$ cat config.mk
export PLATFORM = sky130hd
export DESIGN_NAME = diagonal_kalman_filter_update
export DESIGN_NICKNAME = d
export VERILOG_FILES = /design/src/sv/dkfu_pkg.sv /design/src/sv/dkfu_div.sv /design/src/sv/dkfu_mul.sv /design/src/sv/diagonal_kalman_filter_update.sv
export VERILOG_INCLUDE_DIRS = /design/src /design/src/sv
export SDC_FILE = /design/constraint.sdc
export NUM_CORES = 2
export LEC_CHECK = 0
export BUFFER_PORTS_ARGS = -buffer_cell sky130_fd_sc_hd__buf_2
export CORE_MARGIN = 2
export CORE_UTILIZATION = 59
export CTS_BUF_LIST = sky130_fd_sc_hd__clkbuf_8
export DETAILED_ROUTE_END_ITERATION = 16
export PLACE_DENSITY = 0.84
export SYNTH_ARGS = -nofsm -noshare
export SYNTH_HDL_FRONTEND = slang
export SYNTH_HIERARCHICAL = 1
export SYNTH_SLANG_ARGS = --single-unit
$ cat constraint.sdc
create_clock -name aclk -period 8.54 [get_ports aclk]
set_input_delay 0.427 -clock aclk [delete_from_list [all_inputs] [get_ports aclk]]
set_output_delay 0.427 -clock aclk [all_outputs]
set_load 0.1 [all_outputs]
$ cat src/sv/diagonal_kalman_filter_update_defines.svh
// assertion macros used by the filter top module
`ifndef DIAGONAL_KALMAN_FILTER_UPDATE_DEFINES_SVH
`define DIAGONAL_KALMAN_FILTER_UPDATE_DEFINES_SVH
`ifndef ASSERT_OFF
// same-cycle implication
`define DKFU_ASSERT_IMP(label, clk, rst_n, ante, cons) \
    label: assert property (@(posedge clk) disable iff (!rst_n) (ante) |-> (cons)) \
        else $error("%m: check failed");
// next-cycle implication
`define DKFU_ASSERT_NXT(label, clk, rst_n, ante, cons) \
    label: assert property (@(posedge clk) disable iff (!rst_n) (ante) |=> (cons)) \
        else $error("%m: check failed");
`else
`define DKFU_ASSERT_IMP(label, clk, rst_n, ante, cons)
`define DKFU_ASSERT_NXT(label, clk, rst_n, ante, cons)
`endif
`endif

$ cat src/sv/dkfu_pkg.sv
package dkfu_pkg;

    // fixed-point layout
    localparam int FRAC_BITS   = 16;
    localparam int VAR_W       = FRAC_BITS + 2;
    localparam int DEN_W       = VAR_W + 1;
    localparam int K_W         = FRAC_BITS;
    localparam int Q_W         = FRAC_BITS + 1;
    localparam int XW          = 32;
    localparam int DIFF_W      = XW + 1;
    localparam int TOT_W       = 40;
    localparam int REM_W       = VAR_W + 2;
    localparam int DIV_CNT_W   = $clog2(FRAC_BITS + 1);

    // shared multiplier operands
    localparam int MUL_A_W     = FRAC_BITS + 1;
    localparam int MUL_B_W     = DIFF_W;
    localparam int MUL_P_W     = MUL_A_W + MUL_B_W;

    localparam int MAX_DIM_DEF = 16;

    // register file
    localparam int NUM_CFG     = 4;
    localparam int CFG_ADDR_W  = $clog2(4 * NUM_CFG);
    localparam int CFG_DATA_W  = 32;

    localparam logic [VAR_W-1:0] ONE_FX   = VAR_W'(1) << FRAC_BITS;
    localparam logic [VAR_W-1:0] HALF_FX  = ONE_FX >> 1;
    localparam logic [VAR_W-1:0] VAR_MAX  = '1;
    localparam logic [K_W-1:0]   K_MAX    = '1;

    typedef enum logic [1:0] {
        REG_DIM    = 2'd0,
        REG_PNOISE = 2'd1,
        REG_MNOISE = 2'd2,
        REG_IVAR   = 2'd3
    } cfg_reg_t;

    typedef struct packed {
        logic busy;
        logic done;
    } div_stat_t;

endpackage

$ cat src/sv/dkfu_div.sv
module dkfu_div (
    input  logic                        aclk,
    input  logic                        aresetn,
    input  logic                        start,
    input  logic [dkfu_pkg::VAR_W-1:0]  num,
    input  logic [dkfu_pkg::DEN_W-1:0]  den,
    output dkfu_pkg::div_stat_t         stat,
    output logic [dkfu_pkg::Q_W-1:0]    quot
);
    import dkfu_pkg::*;

    // restoring divider, one quotient bit per cycle, num*2^F / den
    logic                 busy_reg, busy_next;
    logic                 done_reg, done_next;
    logic [DIV_CNT_W-1:0] cnt_reg, cnt_next;
    logic [REM_W-1:0]     rem_reg, rem_next;
    logic [DEN_W-1:0]     den_reg, den_next;
    logic [Q_W-1:0]       quot_reg, quot_next;
    logic                 ge;
    logic [REM_W-1:0]     rem_sub;

    assign ge      = rem_reg >= REM_W'(den_reg);
    assign rem_sub = ge ? (rem_reg - REM_W'(den_reg)) : rem_reg;

    always_comb begin
        busy_next = busy_reg;
        done_next = 1'b0;
        cnt_next  = cnt_reg;
        rem_next  = rem_reg;
        den_next  = den_reg;
        quot_next = quot_reg;
        if (start) begin
            busy_next = 1'b1;
            cnt_next  = DIV_CNT_W'(FRAC_BITS);
            rem_next  = REM_W'(num);
            den_next  = den;
            quot_next = '0;
        end else if (busy_reg) begin
            quot_next = {quot_reg[Q_W-2:0], ge};
            rem_next  = {rem_sub[REM_W-2:0], 1'b0};
            cnt_next  = cnt_reg - DIV_CNT_W'(1);
            if (cnt_reg == '0) begin
                busy_next = 1'b0;
                done_next = 1'b1;
            end
        end
    end

    always_ff @(posedge aclk) begin
        if (!aresetn) begin
            busy_reg <= 1'b0;
            done_reg <= 1'b0;
        end else begin
            busy_reg <= busy_next;
            done_reg <= done_next;
        end
    end

    always_ff @(posedge aclk) begin
        cnt_reg  <= cnt_next;
        rem_reg  <= rem_next;
        den_reg  <= den_next;
        quot_reg <= quot_next;
    end

    assign stat.busy = busy_reg;
    assign stat.done = done_reg;
    assign quot      = quot_reg;

endmodule

$ cat src/sv/dkfu_mul.sv
module dkfu_mul (
    input  logic                          aclk,
    input  logic                          en,
    input  logic [dkfu_pkg::MUL_A_W-1:0]  op_a,
    input  logic [dkfu_pkg::MUL_B_W-1:0]  op_b,
    output logic [dkfu_pkg::MUL_P_W-1:0]  prod
);
    import dkfu_pkg::*;

    // unsigned multiply, product registered
    logic [MUL_P_W-1:0] prod_reg, prod_next;

    assign prod_next = MUL_P_W'(op_a) * MUL_P_W'(op_b);

    always_ff @(posedge aclk) begin
        if (en) begin
            prod_reg <= prod_next;
        end
    end

    assign prod = prod_reg;

endmodule

$ cat src/sv/diagonal_kalman_filter_update.sv
// a new measurement request is accepted only in ST_IDLE, once the last element is written back to m_*
// each element runs through the 17-step serial divider that forms the gain k, followed by two passes
//   through the one shared multiplier
// a restart request gives no result
// reset (aresetn, synchronous, active low) loads default registers, clears estimates and
//   the running total at once through per-element valid bits; no clearing pass
`include "diagonal_kalman_filter_update_defines.svh"
module diagonal_kalman_filter_update #(
    parameter int MAX_DIM = dkfu_pkg::MAX_DIM_DEF
) (
    input  logic                                    aclk,
    input  logic                                    aresetn,
    // configuration port
    input  logic                                    psel,
    input  logic                                    penable,
    input  logic                                    pwrite,
    input  logic [dkfu_pkg::CFG_ADDR_W-1:0]         paddr,
    input  logic [dkfu_pkg::CFG_DATA_W-1:0]         pwdata,
    output logic [dkfu_pkg::CFG_DATA_W-1:0]         prdata,
    output logic                                    pready,
    // input requests
    input  logic                                    s_valid,
    output logic                                    s_ready,
    input  logic                                    s_action,
    input  logic signed [dkfu_pkg::XW-1:0]          s_measurement,
    input  logic                                    s_last_of_run,
    // result requests
    output logic                                    m_valid,
    input  logic                                    m_ready,
    output logic [((MAX_DIM > 1) ? $clog2(MAX_DIM) : 1)-1:0] m_element_index,
    output logic signed [dkfu_pkg::XW-1:0]          m_estimate,
    output logic                                    m_sum_valid,
    output logic signed [dkfu_pkg::TOT_W-1:0]       m_total_estimate
);
    import dkfu_pkg::*;

    localparam int IDX_W = (MAX_DIM > 1) ? $clog2(MAX_DIM) : 1;
    localparam int DIM_W = $clog2(MAX_DIM + 1);
    localparam int XS_W  = MUL_P_W - FRAC_BITS + 2;   // estimate plus correction
    localparam int DX_W  = XW + 2;                    // change of one estimate
    localparam int TS_W  = TOT_W + 1;                 // total plus change

    // sequencer states
    typedef enum logic [5:0] {
        ST_IDLE = 6'b000001,
        ST_LOAD = 6'b000010,
        ST_DIV  = 6'b000100,
        ST_MULA = 6'b001000,
        ST_MULB = 6'b010000,
        ST_UPD  = 6'b100000
    } state_t;

    state_t state_reg, state_next;

    // configuration registers
    logic [DIM_W-1:0] dim_cfg_reg, dim_cfg_next;
    logic [VAR_W-1:0] pnoise_reg, pnoise_next;
    logic [VAR_W-1:0] mnoise_reg, mnoise_next;
    logic [VAR_W-1:0] ivar_reg, ivar_next;

    // filter state
    logic [VAR_W-1:0]        rst_var_reg, rst_var_next;     // variance loaded at last restart
    logic [IDX_W-1:0]        next_elem_reg, next_elem_next;
    logic signed [TOT_W-1:0] total_reg, total_next;
    logic [MAX_DIM-1:0]      ent_valid_reg, ent_valid_next; // entry written since restart

    // per-element storage, read data registered
    logic signed [XW-1:0] est_mem [MAX_DIM];
    logic [VAR_W-1:0]     var_mem [MAX_DIM];
    logic signed [XW-1:0] est_rd_reg;
    logic [VAR_W-1:0]     var_rd_reg;
    logic                 rd_valid_reg;

    // working registers of one element
    logic [IDX_W-1:0]         idx_reg, idx_next;
    logic signed [XW-1:0]     z_reg, z_next;
    logic                     last_reg, last_next;
    logic signed [XW-1:0]     x_reg, x_next;
    logic [VAR_W-1:0]         p1_reg, p1_next;
    logic                     den_zero_reg, den_zero_next;
    logic signed [DIFF_W-1:0] diff_reg, diff_next;
    logic [K_W-1:0]           k_reg, k_next;
    logic signed [XW-1:0]     xnew_reg, xnew_next;

    // output register
    logic                    m_valid_reg, m_valid_next;
    logic [IDX_W-1:0]        m_idx_reg, m_idx_next;
    logic signed [XW-1:0]    m_est_reg, m_est_next;
    logic                    m_sumv_reg, m_sumv_next;
    logic signed [TOT_W-1:0] m_tot_reg, m_tot_next;

    // shared units
    div_stat_t          div_stat;
    logic [Q_W-1:0]     div_quot;
    logic [MUL_A_W-1:0] mul_a;
    logic [MUL_B_W-1:0] mul_b;
    logic [MUL_P_W-1:0] mul_prod;
    logic               mul_en;

    // combinational helpers
    logic                     cfg_wr;
    cfg_reg_t                 cfg_sel;
    logic [DIM_W-1:0]         dim_act;
    logic [IDX_W-1:0]         idx_sel;
    logic                     meas_acc;
    logic                     rst_acc;
    logic signed [XW-1:0]     x_cur;
    logic [VAR_W-1:0]         p_cur;
    logic [VAR_W:0]           p_sum;
    logic [VAR_W-1:0]         p1_calc;
    logic [DEN_W-1:0]         den_calc;
    logic signed [DIFF_W-1:0] diff_calc;
    logic [MUL_B_W-1:0]       abs_diff;
    logic [MUL_P_W:0]         prod_rnd;
    logic [XS_W-2:0]          corr_mag;
    logic signed [XS_W-1:0]   x_sum;
    logic signed [XW-1:0]     x_sat;
    logic [VAR_W-1:0]         pnew;
    logic signed [DX_W-1:0]   dx;
    logic signed [TS_W-1:0]   t_sum;
    logic signed [TOT_W-1:0]  t_sat;
    logic                     last_elem;
    logic                     upd_fire;

    // register access, pready tied high
    assign pready  = 1'b1;
    assign cfg_wr  = psel && penable && pwrite;
    assign cfg_sel = cfg_reg_t'(paddr[CFG_ADDR_W-1:2]);

    always_comb begin
        case (cfg_sel)
            REG_DIM:    prdata = CFG_DATA_W'(dim_cfg_reg);
            REG_PNOISE: prdata = CFG_DATA_W'(pnoise_reg);
            REG_MNOISE: prdata = CFG_DATA_W'(mnoise_reg);
            REG_IVAR:   prdata = CFG_DATA_W'(ivar_reg);
            default:    prdata = '0;
        endcase
    end

    // dimension of zero acts as one, above MAX_DIM acts as MAX_DIM
    always_comb begin
        if (dim_cfg_reg == '0) begin
            dim_act = DIM_W'(1);
        end else if (dim_cfg_reg > DIM_W'(MAX_DIM)) begin
            dim_act = DIM_W'(MAX_DIM);
        end else begin
            dim_act = dim_cfg_reg;
        end
    end

    // element pointer wraps to zero if the dimension shrank under it
    assign idx_sel  = (DIM_W'(next_elem_reg) >= dim_act) ? '0 : next_elem_reg;
    assign s_ready  = (state_reg == ST_IDLE);
    assign meas_acc = s_valid && s_ready && s_action;
    assign rst_acc  = s_valid && s_ready && !s_action;

    // entries not written since restart read as zero estimate and restart variance
    assign x_cur     = rd_valid_reg ? est_rd_reg : '0;
    assign p_cur     = rd_valid_reg ? var_rd_reg : rst_var_reg;
    assign p_sum     = {1'b0, p_cur} + {1'b0, pnoise_reg};
    assign p1_calc   = p_sum[VAR_W] ? VAR_MAX : p_sum[VAR_W-1:0];
    assign den_calc  = {1'b0, p1_calc} + {1'b0, mnoise_reg};
    assign diff_calc = {z_reg[XW-1], z_reg} - {x_cur[XW-1], x_cur};
    assign abs_diff  = diff_reg[DIFF_W-1] ? MUL_B_W'(-diff_reg) : MUL_B_W'(diff_reg);

    // multiplier: k*|z-x| in first pass, (1-k)*p1 in second
    assign mul_en = (state_reg == ST_MULA) || (state_reg == ST_MULB);
    assign mul_a  = (state_reg == ST_MULB) ? (MUL_A_W'(ONE_FX) - {1'b0, k_reg})
                                           : {1'b0, k_reg};
    assign mul_b  = (state_reg == ST_MULB) ? MUL_B_W'(p1_reg) : abs_diff;

    // correction floors toward minus infinity: a negative difference rounds its
    // magnitude up
    assign prod_rnd = {1'b0, mul_prod} + (MUL_P_W + 1)'(ONE_FX - VAR_W'(1));
    assign corr_mag = diff_reg[DIFF_W-1] ? prod_rnd[MUL_P_W:FRAC_BITS]
                                         : {1'b0, mul_prod[MUL_P_W-1:FRAC_BITS]};
    assign x_sum    = diff_reg[DIFF_W-1]
                    ? (XS_W'(x_reg) - $signed({1'b0, corr_mag}))
                    : (XS_W'(x_reg) + $signed({1'b0, corr_mag}));

    // saturate the new estimate to 32 bits
    always_comb begin
        if (x_sum[XS_W-1:XW-1] == '0 || x_sum[XS_W-1:XW-1] == '1) begin
            x_sat = x_sum[XW-1:0];
        end else if (x_sum[XS_W-1]) begin
            x_sat = {1'b1, {(XW-1){1'b0}}};
        end else begin
            x_sat = {1'b0, {(XW-1){1'b1}}};
        end
    end

    // new variance from second multiplier pass, truncated and saturated
    assign pnew = (|mul_prod[MUL_P_W-1:FRAC_BITS+VAR_W]) ? VAR_MAX
                : mul_prod[FRAC_BITS+VAR_W-1:FRAC_BITS];

    // running total follows the change of this estimate
    assign dx    = DX_W'(xnew_reg) - DX_W'(x_reg);
    assign t_sum = TS_W'(total_reg) + TS_W'(dx);
    always_comb begin
        if (t_sum[TS_W-1] == t_sum[TOT_W-1]) begin
            t_sat = t_sum[TOT_W-1:0];
        end else if (t_sum[TS_W-1]) begin
            t_sat = {1'b1, {(TOT_W-1){1'b0}}};
        end else begin
            t_sat = {1'b0, {(TOT_W-1){1'b1}}};
        end
    end

    assign last_elem = (DIM_W'(idx_reg) + DIM_W'(1)) == dim_act;
    // write-back waits for the output register to be free
    assign upd_fire  = (state_reg == ST_UPD) && (!m_valid_reg || m_ready);

    dkfu_div u_div (
        .aclk    (aclk),
        .aresetn (aresetn),
        .start   (state_reg == ST_LOAD),
        .num     (p1_calc),
        .den     (den_calc),
        .stat    (div_stat),
        .quot    (div_quot)
    );

    dkfu_mul u_mul (
        .aclk (aclk),
        .en   (mul_en),
        .op_a (mul_a),
        .op_b (mul_b),
        .prod (mul_prod)
    );

    // sequencer and next-state logic
    always_comb begin
        state_next     = state_reg;
        dim_cfg_next   = dim_cfg_reg;
        pnoise_next    = pnoise_reg;
        mnoise_next    = mnoise_reg;
        ivar_next      = ivar_reg;
        rst_var_next   = rst_var_reg;
        next_elem_next = next_elem_reg;
        total_next     = total_reg;
        ent_valid_next = ent_valid_reg;
        idx_next       = idx_reg;
        z_next         = z_reg;
        last_next      = last_reg;
        x_next         = x_reg;
        p1_next        = p1_reg;
        den_zero_next  = den_zero_reg;
        diff_next      = diff_reg;
        k_next         = k_reg;
        xnew_next      = xnew_reg;
        m_valid_next   = m_valid_reg && !m_ready;
        m_idx_next     = m_idx_reg;
        m_est_next     = m_est_reg;
        m_sumv_next    = m_sumv_reg;
        m_tot_next     = m_tot_reg;

        // register writes
        if (cfg_wr) begin
            case (cfg_sel)
                REG_DIM:    dim_cfg_next = pwdata[DIM_W-1:0];
                REG_PNOISE: pnoise_next  = pwdata[VAR_W-1:0];
                REG_MNOISE: mnoise_next  = pwdata[VAR_W-1:0];
                REG_IVAR:   ivar_next    = pwdata[VAR_W-1:0];
                default:    ;
            endcase
        end

        case (state_reg)
            ST_IDLE: begin
                if (meas_acc) begin
                    idx_next   = idx_sel;
                    z_next     = s_measurement;
                    last_next  = s_last_of_run;
                    state_next = ST_LOAD;
                end else if (rst_acc) begin
                    // restart: drop all entries, latch the variance to reload
                    ent_valid_next = '0;
                    total_next     = '0;
                    next_elem_next = '0;
                    rst_var_next   = ivar_reg;
                end
            end
            ST_LOAD: begin
                // predicted variance and innovation; divider starts this cycle
                x_next        = x_cur;
                p1_next       = p1_calc;
                den_zero_next = (den_calc == '0);
                diff_next     = diff_calc;
                state_next    = ST_DIV;
            end
            ST_DIV: begin
                if (div_stat.done) begin
                    // zero denominator gives zero gain; a gain of one does not fit and saturates
                    if (den_zero_reg) begin
                        k_next = '0;
                    end else if (div_quot[Q_W-1]) begin
                        k_next = K_MAX;
                    end else begin
                        k_next = div_quot[K_W-1:0];
                    end
                    state_next = ST_MULA;
                end
            end
            ST_MULA: begin
                state_next = ST_MULB;
            end
            ST_MULB: begin
                xnew_next  = x_sat;
                state_next = ST_UPD;
            end
            ST_UPD: begin
                if (upd_fire) begin
                    ent_valid_next[idx_reg] = 1'b1;
                    total_next     = t_sat;
                    next_elem_next = last_elem ? '0 : (idx_reg + IDX_W'(1));
                    m_valid_next   = 1'b1;
                    m_idx_next     = idx_reg;
                    m_est_next     = xnew_reg;
                    m_sumv_next    = last_elem && last_reg;
                    m_tot_next     = (last_elem && last_reg) ? t_sat : '0;
                    state_next     = ST_IDLE;
                end
            end
            default: begin
                state_next = ST_IDLE;
            end
        endcase
    end

    // control state
    always_ff @(posedge aclk) begin
        if (!aresetn) begin
            state_reg     <= ST_IDLE;
            dim_cfg_reg   <= DIM_W'(MAX_DIM);
            pnoise_reg    <= HALF_FX;
            mnoise_reg    <= HALF_FX;
            ivar_reg      <= ONE_FX;
            rst_var_reg   <= ONE_FX;
            next_elem_reg <= '0;
            total_reg     <= '0;
            ent_valid_reg <= '0;
            m_valid_reg   <= 1'b0;
        end else begin
            state_reg     <= state_next;
            dim_cfg_reg   <= dim_cfg_next;
            pnoise_reg    <= pnoise_next;
            mnoise_reg    <= mnoise_next;
            ivar_reg      <= ivar_next;
            rst_var_reg   <= rst_var_next;
            next_elem_reg <= next_elem_next;
            total_reg     <= total_next;
            ent_valid_reg <= ent_valid_next;
            m_valid_reg   <= m_valid_next;
        end
    end

    // payload
    always_ff @(posedge aclk) begin
        idx_reg      <= idx_next;
        z_reg        <= z_next;
        last_reg     <= last_next;
        x_reg        <= x_next;
        p1_reg       <= p1_next;
        den_zero_reg <= den_zero_next;
        diff_reg     <= diff_next;
        k_reg        <= k_next;
        xnew_reg     <= xnew_next;
        m_idx_reg    <= m_idx_next;
        m_est_reg    <= m_est_next;
        m_sumv_reg   <= m_sumv_next;
        m_tot_reg    <= m_tot_next;
    end

    // element storage: read on accept, write on update
    always_ff @(posedge aclk) begin
        if (upd_fire) begin
            est_mem[idx_reg] <= xnew_reg;
            var_mem[idx_reg] <= pnew;
        end
        if (meas_acc) begin
            est_rd_reg   <= est_mem[idx_sel];
            var_rd_reg   <= var_mem[idx_sel];
            rd_valid_reg <= ent_valid_reg[idx_sel];
        end
    end

    assign m_valid          = m_valid_reg;
    assign m_element_index  = m_idx_reg;
    assign m_estimate       = m_est_reg;
    assign m_sum_valid      = m_sumv_reg;
    assign m_total_estimate = m_tot_reg;

    // divider only runs while the sequencer waits on it
    `DKFU_ASSERT_IMP(a_div_owned, aclk, aresetn, div_stat.busy || div_stat.done, state_reg == ST_DIV)
    // total is only shown with the final sum
    `DKFU_ASSERT_IMP(a_total_gated, aclk, aresetn, m_valid && !m_sum_valid, m_total_estimate == '0)
    // a stalled output keeps the write-back waiting
    `DKFU_ASSERT_NXT(a_upd_stall, aclk, aresetn, (state_reg == ST_UPD) && m_valid && !m_ready, state_reg == ST_UPD)
    // restart clears entries, total and pointer
    `DKFU_ASSERT_NXT(a_restart, aclk, aresetn, rst_acc, (ent_valid_reg == '0) && (total_reg == '0) && (next_elem_reg == '0))
    // a measurement starts the element sequence
    `DKFU_ASSERT_NXT(a_meas_start, aclk, aresetn, meas_acc, state_reg == ST_LOAD)

endmodule
# Word level (Yosys, flattened, before mapping)

Memory sizes are Yosys's and may differ from the RTL's. A register that Yosys moved wholly into a read port is not among the register bits.
Index checks and enable logic that the tools add are counted.

Memories: 2
Bits in writable memories: 800
Output and inout bits: 112
Register bits: 504
Bits of input ports: 77

Memory list:

| memory  | words | bits a word | read ports | clocked after memory_dff | wr ports | RTL line                            | RTL |
|---|---|---|---|---|---|---|---|
| est_mem | 16    | 32          | 1          | 1                        | 1        | diagonal_kalman_filter_update.sv:68 | `logic signed [XW-1:0] est_mem [MAX_DIM];` |
| var_mem | 16    | 18          | 1          | 1                        | 1        | diagonal_kalman_filter_update.sv:69 | `logic [VAR_W-1:0] var_mem [MAX_DIM];` |

Multipliers: 1
Muxes and demuxes: 50
Bitwise gates (word level): 4
Magnitude comparators: 6
Equal/unequal tests: 17
Add/sub/neg operators: 14
Reduce and logical (&&, ||, !) cells: 34

Operators with widths:

| cell                   | number |
|---|---|
| $mux 40                | 5 |
| $pmux 32 s4            | 1 |
| $mux 32                | 3 |
| $mux 18                | 5 |
| $pmux 40 s2            | 1 |
| $mux 33                | 2 |
| $sub 32x32->33         | 2 |
| $mux 16                | 4 |
| $add 50x16->51 const B | 1 |
| $mul 17x33->50         | 1 |
| $add 40x33->41         | 1 |
| $add 18x18->19         | 2 |
| $add 32x36->36         | 1 |
| $mux 36                | 1 |
| $pmux 6 s6             | 1 |
| $sub 32x36->36         | 1 |
| $mux 35                | 1 |
| $neg 33->33            | 1 |
| $pmux 16 s2            | 1 |
| $ge 20x19->1           | 1 |
| $mux 4                 | 5 |
| $logic_not 19->1       | 1 |
| $mux 19                | 1 |
| $sub 19x19->19         | 1 |
| other kinds (41)       | 82 |

# Logic depth before layout (Yosys ltp)

Depth in word-level cells: 7
Depth in mapped cells: 34

# Cells and area by module

Netlist, hierarchy kept.

By module, submodules not included:

| module                        | cells each | area each (µm²) | times used |
|---|---|---|---|
| diagonal_kalman_filter_update | 4,706      | 59,021.6        | 1 |
| dkfu_mul                      | 2,191      | 19,582.5        | 1 |
| dkfu_div                      | 341        | 3,562.2         | 1 |

# Worst setup path before layout

OpenSTA, ideal clock, no wires.

Path type: reg2reg
Start: register diff_reg[3]
End: register u_mul.prod_reg[49] (netlist: u_mul/prod[49]), data pin
Setup time: 0.259 ns
Stages on the path, launching flop included: 33
Arrival time: 8.246 ns
Path slack: 0.034 ns
Required time: 8.281 ns
Path through: edfxtp_1 > nor3_1 > nand3_1 > or3_1 > or3_1 > or4_1 > or2_1 > nand2b_1 > o21ai_1 > xor2_1 > nor2_1 > clkbuf_1 > nand2_1 > fa_1 > inv_1 > fa_1 > inv_1 > fa_1 > inv_1 > fa_1 > fa_1 > inv_1 > fa_1 > inv_1 > ha_1 > a21o_1 > o21bai_1 > a221o_1 > a21o_1 > nor4b_4 > a21oi_1 > nor3_2 > xnor2_1

Longest elaborated chain between the ends: 4

Ends and longest elaborated chain:

| what                          | RTL line                             | RTL |
|---|---|---|
| from (decl)                   | diagonal_kalman_filter_update.sv:81  | `logic signed [DIFF_W-1:0] diff_reg, diff_next;` |
| from (signal assigned)        | diagonal_kalman_filter_update.sv:365 | `diff_reg <= diff_next;` |
| $neg 33->33                   | diagonal_kalman_filter_update.sv:164 | `assign abs_diff = diff_reg[DIFF_W-1] ? MUL_B_W'(-diff_reg) : MUL_B_W'(diff_reg);` |
| $mux 33                       | diagonal_kalman_filter_update.sv:164 |  |
| $mux 33                       | diagonal_kalman_filter_update.sv:170 | `assign mul_b = (state_reg == ST_MULB) ? MUL_B_W'(p1_reg) : abs_diff;` |
| named net mul_b[29]           | diagonal_kalman_filter_update.sv:96  | `logic [MUL_B_W-1:0] mul_b;` |
| $mul 17x33->50                | dkfu_mul.sv:13                       | `assign prod_next = MUL_P_W'(op_a) * MUL_P_W'(op_b);` |
| named net u_mul.prod_next[49] | dkfu_mul.sv:11                       | `logic [MUL_P_W-1:0] prod_reg, prod_next;` |
| to (signal assigned)          | dkfu_mul.sv:17                       | `prod_reg <= prod_next;` |
| to (decl)                     | dkfu_mul.sv:11                       |  |

The timed path passes the listed nets, and every way through them passes these cells.
A chain may end at the register's enable or synchronous reset.

# Final worst setup path

Start: register diff_reg[7]
End: register u_mul.prod_reg[45] (netlist: u_mul/prod[45]), data pin

The elaborated chain is that of the path after synthesis.

==> results.sh <==
export IMPL_status="finished, final reports clean"
export IMPL_fin_area_um2=90600
export IMPL_cts_made_buffers=210
export IMPL_cts_root_buf="clkbuf_8"
export IMPL_sw_frac_of_total=0.285
export IMPL_cp_slowest_stage_delay_ns=0.57
export IMPL_dpl_instance_area_um2=85500
export IMPL_period_needed_ns=8.51
export IMPL_drt_iter0_markers=7220
export IMPL_core_um2=138000
export IMPL_fmax_mhz=117
export IMPL_htreeDepth=4
export IMPL_drt_first_pass_iters=8
export IMPL_clockBufferDepth=3
export IMPL_hold_viol=0
export IMPL_r2r_end="u_mul/prod[45]"
export IMPL_overflow=0
export IMPL_min_from="s_valid"
export IMPL_relSlewSlack=0.147
export IMPL_skew_ns=0.108
export IMPL_drc_errors=0
export IMPL_drive_gt1_frac=0.142
export IMPL_syn_avg_cell_area_um2=11.4
export IMPL_startpoint="diff_reg[7]"
export IMPL_cp_slowest_cell="fa_1"
export IMPL_final_common_cell="edfxtp_1"
export IMPL_fp_dieArea_um2=142000
export IMPL_min_to="rst_var_reg[14]"
export IMPL_syn_area_um2=82200
export IMPL_power_frac_seq=0.490
export IMPL_pwr_density_cell_nw_per_um2=168
export IMPL_worstPathMaxFanout=16
export IMPL_totalWireLength_mm=229
export IMPL_initial_core_util=0.596
export IMPL_cp_start_kind="register"
export IMPL_portBuffers=157
export IMPL_die_h_um=377
export IMPL_wl_per_cell_um=24.2
export IMPL_path_class="reg2reg"
export IMPL_leakage_nw=34.7
export IMPL_synth_warnings=6
export IMPL_grt_pass1_wl_mm=344
export IMPL_first_global_vias=59500
export IMPL_grt_antenna_before_repair=9
export IMPL_rr_worst_depth=28
export IMPL_peakVddDrop_mv=0.189
export IMPL_fillerInstances=9750
export IMPL_final_cell_mix="edfxtp_1, inv_1, nand2_1"
export IMPL_largest_reg_flops=512
export IMPL_setup_slack_ns=0.0276
export IMPL_max_cap_violations=0
export IMPL_cts_sinks=1354
export IMPL_p_int_mw=10.9
export IMPL_clk_latency_ns=0.96
export IMPL_boundaryPins=189
export IMPL_reg2reg_setup_slack_ns=0.03
export IMPL_arrival_ns=9.28
export IMPL_place_congestion=0.959
export IMPL_cp_required_ns=9.31
export IMPL_timing_rr_start="diff_reg[7]"
export IMPL_rsz0062_at_grt="true"
export IMPL_crit_path_frequent_cell="fa_1"
export IMPL_worstHoldPathCells=6
export IMPL_tightestPinTransition_ns=1.28
export IMPL_viasPerCell=6.23
export IMPL_power_mw=15.3
export IMPL_combPwrFrac=0.154
export IMPL_ant_nets=0
export IMPL_fp_dieW_um=377
export IMPL_syn2layout_area_growth_pct=10.3
export IMPL_grt_max_degree=163
export IMPL_clk_pin_slew_ns=0.07
export IMPL_setup_viol=0
export IMPL_min_period_over_period=0.997
export IMPL_post_place_ws_ns=-0.279
export IMPL_clockPowerShare=0.356
export IMPL_std_cell_rows=136
export IMPL_vias=59000
export IMPL_slew_violations=0
export IMPL_track_usage=0.319
export IMPL_hold_path_class="in2reg"
export IMPL_cts_tree="yes"
export IMPL_critPathCaptureType="register"
export IMPL_power_switching_mw=4.35
export IMPL_dp_hpwl_mm=150
export IMPL_final_nets=8372
export IMPL_netlist_instances=7237
worst max path at each step:
stage / endpoint / slack (ns)
detailed placement: u_mul/prod[47] / -0.28
CTS: u_mul/prod[46] / 0.005
finish: u_mul/prod[45] / 0.03
global placement: u_mul/prod[46] / -0.18
floorplan: u_mul/prod[49] / 0.03
global route: u_mul/prod[45] / -0.22
critical path, delay by kind of cell, from the launching register on:
kind,cells,cell delay (ns)
xor+xnor,1,0.09
buf+inv,5,0.55
compound gates,5,1.04
fa+ha+maj,7,3.32
flops,1,0.38
simple gates,10,2.93
what timing repair did:
action	CTS	global route
pin swaps	1	20
setup endpoints to repair	13	20
hold endpoints to repair	97	0
buffers inserted	2	10
resized for setup	13	59
hold buffers	53	0
per-layer routing:
metal  track usage  wire [um]  up-vias
met5             0         32        -
met4         0.150      10800        4
met3        0.0854      27900      675
met2         0.509     107000     3583
met1         0.407      83500    28900
li1              -          -    25800
power by group through the flow:
| stage | Clock (mW) | Combinational [mW] | Sequential, mW |
|---|---|---|---|
| after detailed placement | 0 | 2.23 | 7.60 |
| after CTS | 5.47 | 2.28 | 7.46 |
| after global routing | 5.75 | 2.55 | 7.48 |
| final | 5.44 | 2.35 | 7.48 |
| after global placement | 0 | 2.17 | 7.60 |
| after floorplan | 0 | 1.60 | 7.53 |
metrics by stage:
stage | util | cells | TNS (ns) | hold slack (ns)
3_5_place_dp | 0.620 | 9004 | -2.30 | 0.442
6_report | 0.657 | 9462 | 0 | 0.130
5_1_grt | 0.657 | 9461 | -1.56 | 0.128
2_1_floorplan | - | 7250 | 0 | 0.425
4_1_cts | 0.655 | 9451 | 0 | 0.0626
3_3_place_gp | 0.620 | 9004 | -1.00 | 0.435
area by class of cell:
type	count	area [um2]	share of cell area
Antenna cell	2	5.00	0.0000552
Clock buffer	221	3040	0.0336
Clock inverter	171	1140	0.0126
Inverter	831	3120	0.0345
Multi-Input combinational cell	4675	39100	0.432
Sequential cell	1354	39000	0.430
Tap cell	1794	2240	0.0248
Timing Repair Buffer	414	2980	0.0329
No activity file was read; power rests on OpenSTA's default activity.
